File: config.mk
export PLATFORM = sky130hd
export DESIGN_NAME = lbs_mac
export DESIGN_NICKNAME = d
export VERILOG_FILES = /design/src/rtl/core/lbs_pkg.sv /design/src/rtl/core/lbs_mac.sv
export SDC_FILE = /design/constraint.sdc
export NUM_CORES = 2
export LEC_CHECK = 0
export BUFFER_PORTS_ARGS = -buffer_cell sky130_fd_sc_hd__buf_2
export CORE_MARGIN = 8
export CORE_UTILIZATION = 53
export CTS_CLUSTER_DIAMETER = 80
export DETAILED_ROUTE_END_ITERATION = 10
export GPL_TIMING_DRIVEN = 0
export PLACE_DENSITY_LB_ADDON = 0.2
export SYNTH_ARGS = -nofsm -noshare
export SYNTH_HDL_FRONTEND = slang
export SYNTH_SLANG_ARGS = --single-unit
export TNS_END_PERCENT = 5
File: constraint.sdc
create_clock -name clk -period 13.39 [get_ports clk]
set_input_delay 2.678 -clock clk [delete_from_list [all_inputs] [get_ports clk]]
set_output_delay 2.678 -clock clk [all_outputs]
set_load 0.01 [all_outputs]
File: src/rtl/core/lbs_pkg.sv
package lbs_pkg;
  localparam int MAT_ELEMS = 12;
  localparam int WORD_W = 32;
  localparam int SUM_W = 48;
  localparam logic FUNC_LOAD = 1'b0;
  localparam logic FUNC_SKIN = 1'b1;

  typedef struct packed {
    logic func;
    logic matrix_select;
    logic [4:0] joint;
    logic [3:0] element;
    logic signed [31:0] value;
    logic signed [31:0] pos_x;
    logic signed [31:0] pos_y;
    logic signed [31:0] pos_z;
    logic [16:0] weight;
    logic last_term;
  } item_t;

  function automatic logic signed [31:0] sat32(input logic signed [63:0] x);
    if (x > 64'sd2147483647) return 32'sh7fffffff;
    if (x < -64'sd2147483648) return 32'sh80000000;
    return x[31:0];
  endfunction

  function automatic logic signed [47:0] sat48(input logic signed [49:0] x);
    if (x > 50'sh007fffffffffff) return 48'sh7fffffffffff;
    if (x < -50'sh00800000000000) return 48'sh800000000000;
    return x[47:0];
  endfunction
endpackage

File: src/rtl/core/lbs_mac.sv
module lbs_mac import lbs_pkg::*; #(
  parameter int FRAC_BITS = 16
) (
  input  logic               clk,
  input  logic signed [32:0] a,
  input  logic signed [32:0] b,
  output logic signed [63:0] prod_shifted_r
);
  logic signed [65:0] prod;

  assign prod = a * b;

  always_ff @(posedge clk) begin
    prod_shifted_r <= 64'(prod >>> FRAC_BITS);
  end
endmodule

==> reports/results.tsv <==
metric	value	unit
yosysTopAreaCellShare	57.38	%
worstPathMaxFanout	17	
numCtsBuffers	5	
slew_headroom	0.3608	%
worst_slew_pin_slew	1.495	ns
grt_max_degree	27	
synth_area_per_cell	9.331	µm²
violations	capacitance limit	
synthTopCellsByCount	fa_1 (1144), inv_1 (1130), and2_1 (554)	
post_synth_num_cell_types	69	
h-tree-depth	2	
grt_usage	37.43	%
drcViolationCount	0	
synth_seq_cells	50	
core	0.07445	mm²
dr.pass1.iters	9	
cts_post_setup_buffers_inserted	0	
fmax	0.08496	GHz
drive_above_1_share	3.986	%
async_reset_ff_share	0	%
seq_area_frac_synth	2.508	%
rows	100	
antenna_found_initial	16	
place_congestion	1.067	
synth_area_leaders	fa_1 (57%), inv_1 (11%), and2_1 (8.7%), ha_1 (6.6%), nand2_1 (5.1%)	
status	complete, but fails checks	
largest_registers	prod_shifted_r (50)	
wl_per_cell	28.95	µm
worstSetupStartpointType	input pin	
ys.flop_type	dfxtp_1	
grt_pass1_vias	33280	
yosysWarnings	0	
final_nets	5837	
maxCapViolations	1	
clockRootBuffer	clkbuf_16	
min_path_cells	6	
worstHoldEndpoint	prod_shifted_r[0]$_DFF_P_	
synth_top_area_cell	fa_1	
hpwl	129.1	mm
syn_inst	4277	
synth_nets	5700	
post_cts_resized	0	
cp-startpoint	b[6]	
cts_tree	yes	
rsz0062_at_grt	no	
io_pins	131	
synth_edf_count	0	
clk_pin_slew_worst_paths	0.07	ns
largest_reg_flops	50	
ctsLongestPathBuffers	2	
hold_start	b[0]	
finalMaxSlewViolations	0	
syn_area	0.03991	mm²
setup_tns	0	ns
wirelength	156.2	mm
ctsHoldBuffers	0	
avgViaCountPerCell	5.725	
crit_arrival	11.98	ns
endpoint_kind	flip-flop	
hold_class	in2reg	
cts_sinks	50	
overflow	0	
vias	30890	
finalCriticalPeriod	11.77	ns
grt_pass1_wl	226.9	mm
largest_register	prod_shifted_r	
detail-route-antenna-nets	0	
path_class	in2reg	
yosysMostFrequentCell	fa_1	
required	13.60	ns
drt_iter0_markers	2850	
dieArea	0.08434	mm²
finalHoldViolCount	0	
finalSetupViolCount	0	
area_growth	5.195	%
initial_utilization	53.61	%
fin_crit_sh	87.90	%
die_w	290.4	µm
port_buffers	130	
die_h	290.4	µm
metal layers:
layer,global-route usage (%),up-vias,wire (µm)
li1,-,12410,-
met1,44.71,15890,54040
met2,56.77,1912,68150
met3,9.591,672,16110
met4,31.27,8,17860
met5,0,-,51
cells by family after synthesis:
group	share of synthesized area, %
compound gates	3.449
mux	0.1066
buf+inv	12.93
flops	2.508
xor+xnor	1.251
simple gates	15.73
fa+ha+maj	64.03
critical path: stages:
cell and delay, ns:
buf_2 0.22, clkbuf_1 0.88, nand2_1 0.35, inv_1 0.18, fa_1 0.49, fa_1 0.53, inv_1 0.14, fa_1 0.57
inv_1 0.07, fa_1 1.29, inv_1 0.16, fa_1 0.53, fa_1 0.57, fa_1 0.43, fa_1 0.49, inv_1 0.04
ha_1 0.37, a21oi_1 0.29, o221ai_1 0.23, a21o_1 0.23, a21o_1 0.17, a21oi_1 0.26, mux2_2 0.37, a41o_1 0.20
a221oi_1 0.23
metrics by stage:
stage | utilization, % | setup WS, ns | cells | hold WS, ns | cell area (µm²)
4_1_cts | 56.35 | 1.759 | 5384 | 3.371 | 41950
6_report | 56.39 | 1.620 | 5396 | 3.360 | 41980
5_1_grt | 56.35 | 1.251 | 5384 | 3.419 | 41950
3_3_place_gp | 56.11 | 1.417 | 5376 | 3.075 | 41770
3_5_place_dp | 56.12 | 1.444 | 5376 | 3.076 | 41780
2_1_floorplan | - | 3.298 | 4277 | 2.982 | 39910
cells in the final DEF (no fill, tap or decap), types with 5 or more instances in the layout:
master	n
buf_2	134
dfxtp_1	50
ha_1	212
and3_1	7
nand2b_1	7
a21o_1	28
nand4_1	17
nor4_1	5
nor2b_1	6
fa_1	1143
buf_4	14
o21bai_1	10
and2_1	554
o211ai_1	5
inv_1	1130
nor3_1	10
nor2_1	71
a211oi_1	7
clkbuf_16	5
a31oi_1	5
a21oi_1	63
clkbuf_1	208
o21ai_0	28
or3_1	6
nand2_1	543
diode_2	12
xnor2_1	37
nand3_1	14
a21boi_0	5
xor2_1	20
final cells by class:
class | count | area, µm²
fillers | 6859 | 32460
multi-input cells | 2868 | 33750
repair buffers | 130 | 650.6
inverters | 1130 | 4242
flip-flops and latches | 50 | 1001
clock inverters | 2 | 38.79
diodes | 12 | 30.03
well taps | 969 | 1212
clock buffers | 6 | 138.9
plain buffers | 229 | 919.6
worst max-delay path by stage:
| stage | end | slack [ns] | cells past startpoint |
|---|---|---|---|
| after floorplan | prod_shifted_r[46]$_DFF_P_ | 3.30 | 22 |
| after global routing | prod_shifted_r[46]$_DFF_P_ | 1.25 | 25 |
| after detailed placement | prod_shifted_r[46]$_DFF_P_ | 1.44 | 25 |
| after CTS | prod_shifted_r[46]$_DFF_P_ | 1.76 | 25 |
| after global placement | prod_shifted_r[46]$_DFF_P_ | 1.42 | 23 |
| final | prod_shifted_r[46]$_DFF_P_ | 1.62 | 25 |
Power is left out: the tool's default activity adds up to more than one toggle a clock period on the data nets, which glitch-free logic cannot reach.
